File: config.mk
export PLATFORM = sky130hd
export DESIGN_NAME = cjt_ctrl
export DESIGN_NICKNAME = d
export VERILOG_FILES = /design/src/hw/rtl/cjt_pkg.sv /design/src/hw/rtl/cjt_ctrl.sv
export SDC_FILE = /design/constraint.sdc
export NUM_CORES = 1
export LEC_CHECK = 0
export BUFFER_PORTS_ARGS = -buffer_cell sky130_fd_sc_hd__buf_4
export CORE_MARGIN = 4
export CORE_UTILIZATION = 50
export CTS_BUF_LIST = sky130_fd_sc_hd__clkbuf_4
export DETAILED_ROUTE_END_ITERATION = 7
export PLACE_DENSITY_LB_ADDON = 0.12
export SYNTH_ARGS = -nofsm -noshare
export SYNTH_HDL_FRONTEND = slang
export SYNTH_SLANG_ARGS = --single-unit
export TNS_END_PERCENT = 10
File: constraint.sdc
create_clock -name clock -period 2.1 [get_ports clock]
set_clock_uncertainty 0.1 [all_clocks]
set_input_delay 0.42 -clock clock [delete_from_list [all_inputs] [get_ports clock]]
set_output_delay 0.42 -clock clock [all_outputs]
set_load 0.01 [all_outputs]
File: src/hw/rtl/cjt_pkg.sv
// cubic joint trajectory package: sizes, command and status types, fixed-point helpers
// used by the controller, the datapath and the top level
package cjt_pkg;

   localparam int JOINTS     = 2;
   localparam int MAX_JOINTS = 3;
   localparam int IDX_W      = 3;
   localparam int DATA_W     = 32;
   localparam int JIDX_W     = 2;
   localparam int COEF_W     = 48;
   localparam int NUM_W      = 98;
   localparam int QUO_W      = 82;
   localparam int DEN_W      = 64;
   localparam int DIV_STEPS  = 98;
   localparam int STEP_W     = $clog2(DIV_STEPS);

   localparam logic [IDX_W-1:0]  REG_DURATION = 3'd6;
   localparam logic [DATA_W-1:0] DUR_RESET    = 32'h0001_0000;
   localparam logic [46:0]       COEF_CAP     = {47{1'b1}};
   localparam logic signed [69:0] SAT_HI      = 70'sd9223372036854775807;
   localparam logic signed [69:0] SAT_LO      = -70'sd9223372036854775807;

   typedef enum logic [3:0] {
      OP_NONE,
      OP_T2,
      OP_DIV_INIT,
      OP_DIV_STEP,
      OP_DIV_END,
      OP_MUL_LOAD,
      OP_MUL_LO,
      OP_MUL_HI,
      OP_MUL_DONE,
      OP_OUT
   } op_type;

   typedef enum logic [1:0] {
      DIV_QUAD,
      DIV_CUB_T2,
      DIV_CUB_T
   } div_type;

   typedef enum logic [1:0] {
      MUL_M,
      MUL_VEL,
      MUL_P1,
      MUL_POS
   } mul_type;

   typedef struct packed {
      op_type              op;
      logic                capture;
      logic [JIDX_W-1:0]   joint;
      div_type             div;
      mul_type             mul;
   } cmd_type;

   typedef struct packed {
      logic out_free;
   } status_type;

   function automatic logic signed [69:0] sext70(input logic signed [63:0] x);
      return $signed({{6{x[63]}}, x});
   endfunction

   function automatic logic signed [63:0] sat63(input logic signed [69:0] x);
      if (x > SAT_HI) begin
         return SAT_HI[63:0];
      end else if (x < SAT_LO) begin
         return SAT_LO[63:0];
      end
      return x[63:0];
   endfunction

   function automatic logic [62:0] mag63(input logic signed [63:0] x);
      logic signed [63:0] n;
      n = -x;
      return x[63] ? n[62:0] : x[62:0];
   endfunction

   function automatic logic signed [63:0] apply_sign(input logic [62:0] m, input logic neg);
      logic signed [63:0] p;
      p = $signed({1'b0, m});
      return neg ? -p : p;
   endfunction

   function automatic logic signed [63:0] q32_to_q16(input logic signed [63:0] x);
      logic [62:0] m;
      m = mag63(x);
      return apply_sign({16'b0, m[62:16]}, x[63]);
   endfunction

   function automatic logic [31:0] sat32(input logic signed [63:0] x);
      if (x > 64'sd2147483647) begin
         return 32'h7FFF_FFFF;
      end else if (x < -64'sd2147483648) begin
         return 32'h8000_0000;
      end
      return x[31:0];
   endfunction

endpackage

File: src/hw/rtl/cjt_ctrl.sv
// cubic joint trajectory controller: sequences coefficient division and per-joint evaluation
// depends on cjt_pkg
module cjt_ctrl (
   input  logic                 clock,
   input  logic                 reset,
   input  logic                 req_valid,
   output logic                 req_ready,
   input  logic                 cfg_hit,
   input  cjt_pkg::status_type  status,
   output cjt_pkg::cmd_type     cmd
);

   typedef enum logic [3:0] {
      ST_IDLE,
      ST_T2,
      ST_DIV_INIT,
      ST_DIV_STEP,
      ST_DIV_END,
      ST_MUL_LOAD,
      ST_MUL_LO,
      ST_MUL_HI,
      ST_MUL_DONE,
      ST_OUT
   } state_type;

   localparam logic [cjt_pkg::JIDX_W-1:0] LAST_J = cjt_pkg::JIDX_W'(cjt_pkg::JOINTS - 1);
   localparam logic [cjt_pkg::STEP_W-1:0] LAST_S = cjt_pkg::STEP_W'(cjt_pkg::DIV_STEPS - 1);

   state_type                      state_ff;
   logic [cjt_pkg::JIDX_W-1:0]     joint_ff;
   cjt_pkg::div_type               div_ff;
   cjt_pkg::mul_type               mul_ff;
   logic [cjt_pkg::STEP_W-1:0]     step_ff;
   logic                           ready_ff;

   always_ff @(posedge clock) begin
      if (reset) begin
         state_ff <= ST_IDLE;
         joint_ff <= '0;
         div_ff   <= cjt_pkg::DIV_QUAD;
         mul_ff   <= cjt_pkg::MUL_M;
         step_ff  <= '0;
         ready_ff <= 1'b0;
      end else begin
         if (cfg_hit) begin
            ready_ff <= 1'b0;
         end
         unique case (state_ff)
            ST_IDLE: begin
               if (req_valid) begin
                  joint_ff <= '0;
                  mul_ff   <= cjt_pkg::MUL_M;
                  state_ff <= ready_ff ? ST_MUL_LOAD : ST_T2;
               end
            end
            ST_T2: begin
               div_ff   <= cjt_pkg::DIV_QUAD;
               state_ff <= ST_DIV_INIT;
            end
            ST_DIV_INIT: begin
               step_ff  <= '0;
               state_ff <= ST_DIV_STEP;
            end
            ST_DIV_STEP: begin
               if (step_ff == LAST_S) begin
                  state_ff <= ST_DIV_END;
               end else begin
                  step_ff <= step_ff + 1'b1;
               end
            end
            ST_DIV_END: begin
               unique case (div_ff)
                  cjt_pkg::DIV_QUAD: begin
                     div_ff   <= cjt_pkg::DIV_CUB_T2;
                     state_ff <= ST_DIV_INIT;
                  end
                  cjt_pkg::DIV_CUB_T2: begin
                     div_ff   <= cjt_pkg::DIV_CUB_T;
                     state_ff <= ST_DIV_INIT;
                  end
                  default: begin
                     if (joint_ff == LAST_J) begin
                        ready_ff <= 1'b1;
                        joint_ff <= '0;
                        mul_ff   <= cjt_pkg::MUL_M;
                        state_ff <= ST_MUL_LOAD;
                     end else begin
                        joint_ff <= joint_ff + 1'b1;
                        div_ff   <= cjt_pkg::DIV_QUAD;
                        state_ff <= ST_DIV_INIT;
                     end
                  end
               endcase
            end
            ST_MUL_LOAD: state_ff <= ST_MUL_LO;
            ST_MUL_LO:   state_ff <= ST_MUL_HI;
            ST_MUL_HI:   state_ff <= ST_MUL_DONE;
            ST_MUL_DONE: begin
               if (mul_ff == cjt_pkg::MUL_POS) begin
                  state_ff <= ST_OUT;
               end else begin
                  mul_ff   <= cjt_pkg::mul_type'(mul_ff + 2'd1);
                  state_ff <= ST_MUL_LOAD;
               end
            end
            ST_OUT: begin
               if (status.out_free) begin
                  if (joint_ff == LAST_J) begin
                     state_ff <= ST_IDLE;
                  end else begin
                     joint_ff <= joint_ff + 1'b1;
                     mul_ff   <= cjt_pkg::MUL_M;
                     state_ff <= ST_MUL_LOAD;
                  end
               end
            end
            default: state_ff <= ST_IDLE;
         endcase
      end
   end

   assign req_ready = (state_ff == ST_IDLE);

   always_comb begin
      cmd.capture = (state_ff == ST_IDLE) && req_valid;
      cmd.joint   = joint_ff;
      cmd.div     = div_ff;
      cmd.mul     = mul_ff;
      unique case (state_ff)
         ST_T2:       cmd.op = cjt_pkg::OP_T2;
         ST_DIV_INIT: cmd.op = cjt_pkg::OP_DIV_INIT;
         ST_DIV_STEP: cmd.op = cjt_pkg::OP_DIV_STEP;
         ST_DIV_END:  cmd.op = cjt_pkg::OP_DIV_END;
         ST_MUL_LOAD: cmd.op = cjt_pkg::OP_MUL_LOAD;
         ST_MUL_LO:   cmd.op = cjt_pkg::OP_MUL_LO;
         ST_MUL_HI:   cmd.op = cjt_pkg::OP_MUL_HI;
         ST_MUL_DONE: cmd.op = cjt_pkg::OP_MUL_DONE;
         ST_OUT:      cmd.op = status.out_free ? cjt_pkg::OP_OUT : cjt_pkg::OP_NONE;
         default:     cmd.op = cjt_pkg::OP_NONE;
      endcase
   end

endmodule

Word-level counts from Yosys, hierarchy flattened --
Index checks and enable logic that the tools add are counted.
Storage, ports and cells: input bits 5, memories 0, word-level logic and storage cells 75, flip-flop bits (word level) 18, bits in latches 0, memory bits (read-only) 0, output and inout bits 12, bits in writable memories 0
Cells by class: multiplexer cells 31, equal/unequal tests 22, order comparisons 0, div/mod/pow operators 0, reduce and logical (&&, ||, !) cells 13, add/subtract/negate cells 3, bitwise operators 0, shift-type cells 0, $mul 0
Operators with widths (count):
- one-hot mux 4 bit (10 select lines) | 1
- one-hot mux 4 bit (9 select lines) | 1
- 2-to-1 mux 2 bit | 10
- 2-to-1 mux 4 bit | 5
- == test 4 x 3 -> 1 bit, second input constant | 4
- != test 2 bit, second input constant | 8
- one-hot mux 7 bit (2 select lines) | 1
- 2-to-1 mux 3 bit | 4
- == test 4 x 2 -> 1 bit, second input constant | 2
- == test 4 bit, second input constant | 2
- one-hot mux 2 bit (2 select lines) | 2
- one-hot mux 2 bit (4 select lines) | 1
- adder 7 x 1 -> 7 bit, second input constant | 1
- == test 7 bit, second input constant | 1
- 2-to-1 mux 7 bit | 1
- AND reduction 7 bit | 1
- one-hot mux 2 bit (3 select lines) | 1
- AND reduction 5 bit | 1
- adder 2 x 1 -> 2 bit, second input constant | 2
- == test 2 x 1 -> 1 bit, second input constant | 2
- == test 4 x 1 -> 1 bit, second input constant | 1
- logical NOT 4 bit | 1
- 2-to-1 mux 1 bit | 4
- != test 4 x 2 -> 1 bit, second input constant | 1
- 9 further kinds | 11

Logic depth before layout (Yosys ltp) --
Gate-level depths: netlist of the first run.
word-level depth 4, mapped depth 6

Worst setup path after synthesis of the first run --
OpenSTA, ideal clock, no wires.
kind flip-flop to output port, start point register state_ff[0], end point output cmd[6] (netlist bit), stages on the path, launching flop included 4, arrival time 1.292 ns, path slack 0.288 ns, cell sequence dfxtp_1 > buf_2 > nor4_1 > and2_1
RTL lines:
- start: declaration | line cjt_ctrl.sv:29 | state_type state_ff;
- start signal: assignment | line cjt_ctrl.sv:53 | state_ff <= ready_ff ? ST_MUL_LOAD : ST_T2;
- end: declaration | line cjt_ctrl.sv:10 | output cjt_pkg::cmd_type cmd

==> results of run 1 <==
==> per-layer routing <==
layer | global-route usage (%) | part of all wire [%] | vias to the layer above
met5 | 0 | 0 | -
met4 | 4.97 | 1.2 | 0
met3 | 2.71 | 2.0 | 4
met2 | 28.4 | 51 | 12
met1 | 22.6 | 46 | 525
li1 | - | - | 558
==> how the worst min path moves through the flow <==
stage | start | endpoint | slack (ns)
3_3_place_gp | ready_ff | ready_ff | 0.37
5_1_grt | cfg_hit | ready_ff | 0.28
2_1_floorplan | ready_ff | ready_ff | 0.35
4_1_cts | cfg_hit | ready_ff | 0.28
3_5_place_dp | ready_ff | ready_ff | 0.37
6_report | cfg_hit | ready_ff | 0.29
==> placed cells by master (no fill, tap or decap), types with 3 or more instances in the layout <==
master    instances
xor2_1            3
xnor2_1           4
a21oi_1           8
nand2b_1          6
mux2i_1           3
buf_4            21
dfxtp_1          15
nand2_1           7
nor3_1            3
o21ai_0           5
clkbuf_4          3
inv_1             5
nand3_1           5
nor2b_1           4
nor2_1           17
ha_1              6
dfxtp_2           3
==> worst max-delay path, delay by kind of cell (launching register included) <==
family                 cells  cell delay (ns)
buffers and inverters      2             0.34
and+or+nand+nor            2             0.47
DFF                        1             0.37
==> layout make-up <==
cell class / instances / area, um2 / share of cell area, %
clock buffers: 3 / 22.5 / 1.62
well taps: 28 / 35.0 / 2.51
multi-input cells: 114 / 796 / 57.1
inverters: 5 / 18.8 / 1.35
repair buffers: 21 / 158 / 11.3
flip-flops and latches: 18 / 364 / 26.1
==> power breakdown <==
group          total, mW  internal (mW)  switching [mW]
combinational      0.685          0.314           0.371
sequential         0.438          0.376          0.0628
clock              0.167         0.0664           0.101
==> synthesized netlist by cell type, types with 4 or more instances <==
master / number / area share (%)
nand2_1: 7 / 2.2
a21oi_1: 8 / 3.3
nor2b_1: 4 / 2.1
nor2_1: 18 / 5.6
xnor2_1: 4 / 2.9
ha_1: 6 / 6.2
dfxtp_1: 18 / 30
inv_1: 5 / 1.6
o21ai_0: 5 / 2.1
nand2b_1: 6 / 3.1
nand3_1: 5 / 2.1
clkbuf_1: 4 / 1.2
==> registers in the layout, summed over array words and instances, names as in the netlist <==
signal / count
div_ff: 2
step_ff: 7
mul_ff: 2
ready_ff: 1
joint_ff: 2
state_ff: 4
==> through the flow <==
| stage | cell area [um2] | power [mW] | std cells | hold WS, ns | setup WS (ns) |
|---|---|---|---|---|---|
| after floorplan | 1200 | 0.898 | 145 | 0.350 | 0.288 |
| after global placement | 1350 | 1.09 | 186 | 0.366 | 0.311 |
| after detailed placement | 1350 | 1.10 | 186 | 0.372 | 0.276 |
| after CTS | 1380 | 1.28 | 189 | 0.276 | 0.00346 |
| after global routing | 1390 | 1.39 | 189 | 0.279 | 0.0205 |
| final | 1390 | 1.29 | 189 | 0.288 | 0.113 |
==> logic make-up after synthesis <==
kind of cell | after synthesis
AOI/OAI and AO/OA | 34
buffers and inverters | 13
and+or+nand+nor | 64
adders and majority gates | 6
muxes | 3
DFF | 18
xor gates and xnor gates | 7
==> results.json, run 1 <==
{
  "outcome": "finished, final reports clean",
  "path_max_fanout": 18,
  "synth_simple_gate_area_share_pct": 30.6,
  "global_route_wire_length_before_repair_mm": 4.46,
  "areaGrowthSynthToFinish_pct": 16.0,
  "cts_tree": "done",
  "die-height_um": 57.0,
  "ys_ff_latch": 18,
  "core-area_um2": 2250,
  "synth_mux_area_share_pct": 2.50,
  "mappedNetlistNets": 156,
  "final_net_count": 174,
  "vdd_drop_max_mv": 0.530,
  "initial_utilization_pct": 53.3,
  "setup.worst_path.start": "state_ff[1]",
  "crit_type": "reg2out",
  "synth_area_um2": 1200,
  "synth-compound-area-share_pct": 20.6,
  "postSynth.topFlopCell": "dfxtp_1",
  "first_global_vias": 990,
  "p_leak_nw": 0.539,
  "synth_fa_ha_area_share_pct": 6.25,
  "post_cts_buffers": 0,
  "endpoint_kind": "output pin",
  "routed_wl_mm": 2.64,
  "ys_warn_count": 0,
  "cp_cell_sequence": "buf_4 > or2_2 > nor2_1 > buf_4",
  "synth_cell_types": 49,
  "antenna_cells_inserted": 0,
  "number_of_antenna_violations_at_the_first_check_in_global_routing": 0,
  "post_drt_wl_per_cell_um": 14.0,
  "synth_enable_flop_cells": 0,
  "ios": 17,
  "max_cap_viol_count": 0,
  "cpPeakStageDelay_ns": 0.37,
  "core.rowCount": 17,
  "synthArstFlopShare_pct": 0,
  "clk_latency_ns": 0.28,
  "cts-htree-levels": 1,
  "vias_per_cell": 5.81,
  "cp_data_arrival_time_ns": 1.47,
  "cts_max_path_buffers": 2,
  "grt_usage_pct": 17.0,
  "crit-reg2reg-launch": "joint_ff[1]",
  "synth_top_family_by_area": "simple AND/OR/NAND/NOR gates",
  "tns_ns": 0,
  "grt_remaining_overflow": 0,
  "grt_setup_unrepaired": "false",
  "drc": 0,
  "clkTransAtPathRegs_ns": 0.10,
  "port_buffers": 16,
  "rd_place_congestion": 0.871,
  "cts-root-buf": "clkbuf_4",
  "critical_path.startpoint_type": "register",
  "layout_fillers": 203,
  "worst_path_most_repeated_cell": "buf_4",
  "cts-hold-fix-buffers": 0,
  "drt_iter0_drc": 26,
  "layout-drive-gt1-share_pct": 22.4,
  "number_of_gates_resized_after_cts": 0,
  "slew_headroom_pct": 75.1,
  "synth_cells": 145,
  "final_core_util_pct": 61.8,
  "hold_class": "in2reg",
  "timing.final.setup_violations": 0,
  "synth_sequential_area_ratio_pct": 30.0,
  "worstHoldPathCells": 3,
  "critPathSlowestCell": "dfxtp_1",
  "slew_violations": 0,
  "grt_start_max_net_pins": 19,
  "reg2regPathDepth": 6,
  "required_ns": 1.58,
  "drt-pass1-iter-count": 4,
  "dp_hpwl_mm": 2.01,
  "tcrit_tclk_final_pct": 94.6,
  "timing.reg2reg.setup_slack_ns": 0.33,
  "worstMarginPinSlew_ns": 0.371,
  "syn_area_per_cell_um2": 8.28,
  "cts_made_buffers": 3,
  "crit_end": "cmd[10]",
  "power_density_nw_per_um2": 926,
  "clkSinkCount": 18,
  "antenna_violating_nets_post_route": 0,
  "timing.fmax_ghz": 0.503,
  "synth_xor_xnor_area_share_pct": 5.10,
  "fp.dieArea_um2": 3250,
  "worstReg2RegEnd": "mul_ff[0]",
  "num_vias": 1099,
  "period_needed_ns": 1.99,
  "dieWidth_um": 57.0,
  "final-hold-violation-count": 0
}
No activity file was read; power rests on OpenSTA's default activity.
==> run 2, diff against run 1 <==
--- a/config.mk
+++ b/config.mk
@@ -8,7 +8,7 @@
 export BUFFER_PORTS_ARGS = -buffer_cell sky130_fd_sc_hd__buf_4
 export CORE_MARGIN = 4
 export CORE_UTILIZATION = 50
-export CTS_BUF_LIST = sky130_fd_sc_hd__clkbuf_4
+export CTS_BUF_LIST = sky130_fd_sc_hd__clkbuf_16
 export DETAILED_ROUTE_END_ITERATION = 7
 export PLACE_DENSITY_LB_ADDON = 0.12
 export SYNTH_ARGS = -nofsm -noshare
==> run 2 against run 1 <==
Effect of this change: utilization grew 2.0 points; sequential share of layout area decreased by 0.99 points; sequential cell count stayed put; setup slack improved by 0.021 ns; die area is the same; largest cell class unchanged; global-route usage rose by 0.093 points; non-clock buffer count unchanged; sequential power shrank 1%; count of clock-buffer cells in the layout stayed put; first-iteration DRC count grew 23%.
==> results.json, run 2 (synthesis results as in run 1) <==
{
  "layoutNonFillerInstCount": 189,
  "clkSinkCount": 18,
  "drt_iter0_drc": 32,
  "port_buffers": 16,
  "drt-pass1-iter-count": 5,
  "core.rowCount": 17,
  "hold_class": "in2reg",
  "areaGrowthSynthToFinish_pct": 19.8,
  "die-height_um": 57.0,
  "final_critical_path_setup_slack_ns": 0.134,
  "period_needed_ns": 1.97,
  "layout-drive-gt1-share_pct": 21.1,
  "cts-htree-levels": 1,
  "global_route_wire_length_before_repair_mm": 4.50,
  "grt_most_used_layer": "met2",
  "grt_remaining_overflow": 0,
  "path_max_fanout": 9,
  "num_vias": 1109,
  "number_of_antenna_violations_at_the_first_check_in_global_routing": 0,
  "preCtsSetupSlack_ns": 0.276,
  "fp.dieArea_um2": 3250,
  "grt_usage_pct": 17.1,
  "p_leak_nw": 0.560,
  "holdCritStartpoint": "cfg_hit",
  "max_flop_register": "step_ff",
  "vias_per_cell": 5.87,
  "fin_total_pwr_mw": 1.48,
  "cts_max_path_buffers": 2,
  "ios": 17,
  "cts-root-buf": "clkbuf_16",
  "timing.reg2reg.setup_slack_ns": 0.23,
  "vdd_drop_max_mv": 0.526,
  "cts-hold-fix-buffers": 0,
  "worstHoldPathCells": 3,
  "post_cts_buffers": 0,
  "drc": 0,
  "outcome": "finished, final reports clean",
  "critical_path.startpoint_type": "register",
  "worstMarginPinSlew_ns": 0.377,
  "crit-reg2reg-launch": "state_ff[2]",
  "endpoint_kind": "output pin",
  "clk_latency_ns": 0.25,
  "commonest_cells_after_routing_fill_and_taps_aside": "buf_4 (21), nor2_1 (17), dfxtp_1 (17)",
  "dp_hpwl_mm": 2.01,
  "timing.final.setup_violations": 0,
  "cpPeakStageDelay_ns": 0.41,
  "final_area_um2": 1440,
  "antenna_violating_nets_post_route": 0,
  "reg2regPathDepth": 4,
  "worstReg2RegEnd": "joint_ff[1]",
  "slew_violations": 0,
  "grt_use_met1_pct": 22.3,
  "dp_cells": 186,
  "rd_place_congestion": 0.871,
  "power_density_nw_per_um2": 1030,
  "grt_setup_unrepaired": "false",
  "crit_type": "reg2out",
  "first_global_vias": 998,
  "holdPathEnd": "ready_ff",
  "max_cap_viol_count": 0,
  "cp_data_arrival_time_ns": 1.45,
  "dieWidth_um": 57.0,
  "global_route.usage.met2_pct": 29.0,
  "slew_headroom_pct": 74.7,
  "timing.fmax_ghz": 0.509,
  "layout_top_registers": "step_ff (7), state_ff (4)",
  "clkTransAtPathRegs_ns": 0.05,
  "core-area_um2": 2250,
  "layout_commonest_cell": "buf_4",
  "cts_made_buffers": 3,
  "final-hold-violation-count": 0,
  "antenna_cells_inserted": 0,
  "final_net_count": 174,
  "initial_utilization_pct": 53.3,
  "cts_tree": "done",
  "tns_ns": 0,
  "met3_usage_pct": 2.71,
  "post_dp_cell_area_um2": 1350,
  "required_ns": 1.58,
  "routed_wl_mm": 2.66,
  "grt_start_max_net_pins": 19,
  "tcrit_tclk_final_pct": 93.6,
  "largest_register_ffs": 7,
  "critPathSlowestCell": "dfxtp_1",
  "number_of_gates_resized_after_cts": 0,
  "post_drt_wl_per_cell_um": 14.1,
  "cp_cell_sequence": "nand2b_1 > or2_2 > nor2_1 > buf_4"
}
## run 2: worst max-delay path by stage
stage | from | end | slack, ns | cells after the start
finish | state_ff[2] | cmd[10] | 0.13 | 4
global route | state_ff[2] | cmd[10] | 0.02 | 4
CTS | state_ff[3] | cmd[6] | 0.07 | 3
detailed placement | state_ff[3] | joint_ff[1] | 0.28 | 4
global placement | state_ff[3] | joint_ff[1] | 0.31 | 4
floorplan | state_ff[0] | cmd[6] | 0.29 | 3
## run 2: final cells by class
class	count	area, um2
fillers	195	816
multi-input cells	114	791
flip-flops and latches	18	362
repair buffers	21	158
clock buffers	3	75.1
well taps	28	35.0
inverters	5	18.8
## run 2: where the power goes
part	switching (mW)	internal, mW	total (mW)
registers	0.0604	0.373	0.433
clock network	0.124	0.250	0.375
logic	0.368	0.309	0.676
total	0.552	0.932	1.48
## run 2: layer usage
layer / wire (um) / part of all wire [%] / up-vias
met5: 0 / 0 / -
met2: 1350 / 51 / 24
met4: 27 / 1.0 / 0
li1: - / - / 558
met1: 1190 / 45 / 523
met3: 96 / 3.6 / 4
## run 2: worst max-delay path: cells and delay by family (launching register included)
family / cells / cell delay [ns]
simple gates: 3 / 0.67
buf+inv: 1 / 0.12
flops: 1 / 0.41
## run 2: metrics by stage
stage	hold WS [ns]	utilization (%)
after floorplan	0.350	-
after CTS	0.339	63.4
after global routing	0.345	63.8
final	0.334	63.8
after global placement	0.366	60.0
after detailed placement	0.372	60.0
==> run 3, diff against run 2 <==
--- a/config.mk
+++ b/config.mk
@@ -6,7 +6,8 @@
 export NUM_CORES = 1
 export LEC_CHECK = 0
 export BUFFER_PORTS_ARGS = -buffer_cell sky130_fd_sc_hd__buf_4
-export CORE_MARGIN = 4
+export CORE_ASPECT_RATIO = 0.75
+export CORE_MARGIN = 2
 export CORE_UTILIZATION = 50
 export CTS_BUF_LIST = sky130_fd_sc_hd__clkbuf_16
 export DETAILED_ROUTE_END_ITERATION = 7
==> constraint.sdc (replaced) <==
create_clock -name clock -period 2.1 [get_ports clock]
set_clock_uncertainty 0.1 [all_clocks]
set_input_delay 0.42 -clock clock [delete_from_list [all_inputs] [get_ports clock]]
set_output_delay 0.42 -clock clock [all_outputs]
set_load 0.05 [all_outputs]
==> run 3 against run 2 <==
Effect of this change: count of clock-buffer cells in the layout unchanged; register-to-register slack is essentially flat; sequential share of layout area is 0.39 points lower; non-clock buffer count is the same; total power grew 14%; cell count rose by 3.2%; sequential power fell by 2%; clock power shrank 1%; setup slack got worse by 0.10 ns; global-route usage rose by 5.8 points.
==> results.json, run 3 (synthesis results as in run 1) <==
{
  "outcome": "finished, final reports clean",
  "num_vias": 1142,
  "critical_path.startpoint_type": "register",
  "routed_wl_mm": 2.92,
  "timing.reg2reg.setup_slack_ns": 0.22,
  "fp.dieArea_um2": 2810,
  "dp_hpwl_mm": 2.12,
  "cts_made_buffers": 3,
  "crit-reg2reg-launch": "state_ff[2]",
  "grt_remaining_overflow": 0,
  "tcrit_tclk_final_pct": 98.6,
  "final_net_count": 174,
  "drc": 0,
  "period_needed_ns": 2.07,
  "path_max_fanout": 16,
  "cts-hold-fix-buffers": 0,
  "cp_data_arrival_time_ns": 1.55,
  "crit_type": "reg2out",
  "preCtsSetupSlack_ns": 0.223,
  "post_drt_wl_per_cell_um": 15.0,
  "final-seq-area_um2": 362,
  "cts_tree": "done",
  "timing.fmax_ghz": 0.483,
  "tns_ns": 0,
  "timing.final.setup_violations": 0,
  "largest_register_ffs": 7,
  "die-height_um": 46.4,
  "cts_max_path_buffers": 2,
  "whs_ns": 0.347,
  "holdCritStartpoint": "cfg_hit",
  "areaGrowthSynthToFinish_pct": 21.7,
  "core.rowCount": 15,
  "drt-pass1-iter-count": 4,
  "max_flop_register": "step_ff",
  "global_route_wire_length_before_repair_mm": 4.69,
  "drt_iter0_drc": 62,
  "layout_fillers": 210,
  "layout_top_registers": "step_ff (7), state_ff (4)",
  "commonest_cells_after_routing_fill_and_taps_aside": "buf_4 (20), nor2_1 (18), dfxtp_1 (17)",
  "grt_usage_pct": 22.9,
  "cts-htree-levels": 1,
  "ios": 17,
  "core-area_um2": 2290,
  "clkTransAtPathRegs_ns": 0.05,
  "slew_headroom_pct": 68.8,
  "cpPeakStageDelay_ns": 0.40,
  "clkSinkCount": 18,
  "holdPathEnd": "ready_ff",
  "reg2regPathDepth": 5,
  "antenna_cells_inserted": 0,
  "first_global_vias": 975,
  "final_critical_path_setup_slack_ns": 0.0297,
  "multiInputGateArea_um2": 802,
  "max_cap_viol_count": 0,
  "final-hold-violation-count": 0,
  "required_ns": 1.58,
  "p_leak_nw": 0.566,
  "critPathSlowestCell": "dfxtp_1",
  "dieWidth_um": 60.6,
  "rd_place_congestion": 0.855,
  "endpoint_kind": "output pin",
  "power_density_nw_per_um2": 1160,
  "port_buffers": 16,
  "clk_latency_ns": 0.24,
  "cp_cell_sequence": "buf_6 > or2_2 > nor2_1 > buf_4",
  "hold_class": "in2reg",
  "slew_violations": 0,
  "worstReg2RegEnd": "step_ff[0]",
  "number_of_antenna_violations_at_the_first_check_in_global_routing": 0,
  "layout-drive-gt1-share_pct": 21.7,
  "vdd_drop_max_mv": 0.489,
  "layout_commonest_cell": "buf_4",
  "grt_start_max_net_pins": 21,
  "worstMarginPinSlew_ns": 0.465,
  "worstHoldPathCells": 3,
  "antenna_violating_nets_post_route": 0,
  "initial_utilization_pct": 52.5,
  "vias_per_cell": 5.86,
  "cts-root-buf": "clkbuf_16"
}
## run 3: cell counts in the layout (fill, tap and decap cells not counted)
No cell type changed its count.
## run 3: per-stage QoR
step / area (um2) / power [mW] / utilization [%] / instances
floorplan: 1220 / 1.09 / - / 145
global placement: 1380 / 1.30 / 60.3 / 192
detailed placement: 1380 / 1.31 / 60.3 / 192
CTS: 1460 / 1.69 / 63.7 / 195
global route: 1460 / 1.79 / 63.8 / 195
finish: 1460 / 1.70 / 63.8 / 195
## run 3: repair_timing
action                     in CTS  in global routing
setup endpoints to repair       1                  1
resized for setup               1                  1
buffers inserted                0                  0
## run 3: routing by layer
metal / vias up / routed length [um] / track usage, %
li1: 559 / - / -
met1: 529 / 1400 / 35.3
met2: 50 / 1280 / 30.8
met3: 4 / 228 / 5.06
met4: 0 / 18 / 7.83
met5: - / 0 / 0
## run 3: critical path: cells and delay by family (launching register included)
family / cells / cell delay [ns]
buf+inv: 2 / 0.41
flops: 1 / 0.40
simple gates: 2 / 0.49
## run 3: cell type report
type	instances	share of cell area, %
multi-input cells	114	54.9
flip-flops and latches	18	24.7
repair buffers	21	11.0
clock buffers	3	5.14
well taps	34	2.91
inverters	5	1.28
## run 3: worst max path at each step
| stage | startpoint | to | slack, ns |
|---|---|---|---|
| finish | state_ff[1] | cmd[10] | 0.03 |
| global route | state_ff[1] | cmd[10] | -0.00009 |
| CTS | state_ff[1] | cmd[10] | 0.01 |
| detailed placement | state_ff[3] | joint_ff[1] | 0.22 |
| global placement | state_ff[3] | cmd[10] | 0.26 |
| floorplan | state_ff[2] | cmd[6] | -0.03 |
## run 3: power by group
part	leakage (nW)	switching [mW]	internal, mW
registers	0.146	0.0532	0.373
clock network	0.0370	0.120	0.250
logic	0.383	0.574	0.329
total	0.566	0.747	0.953
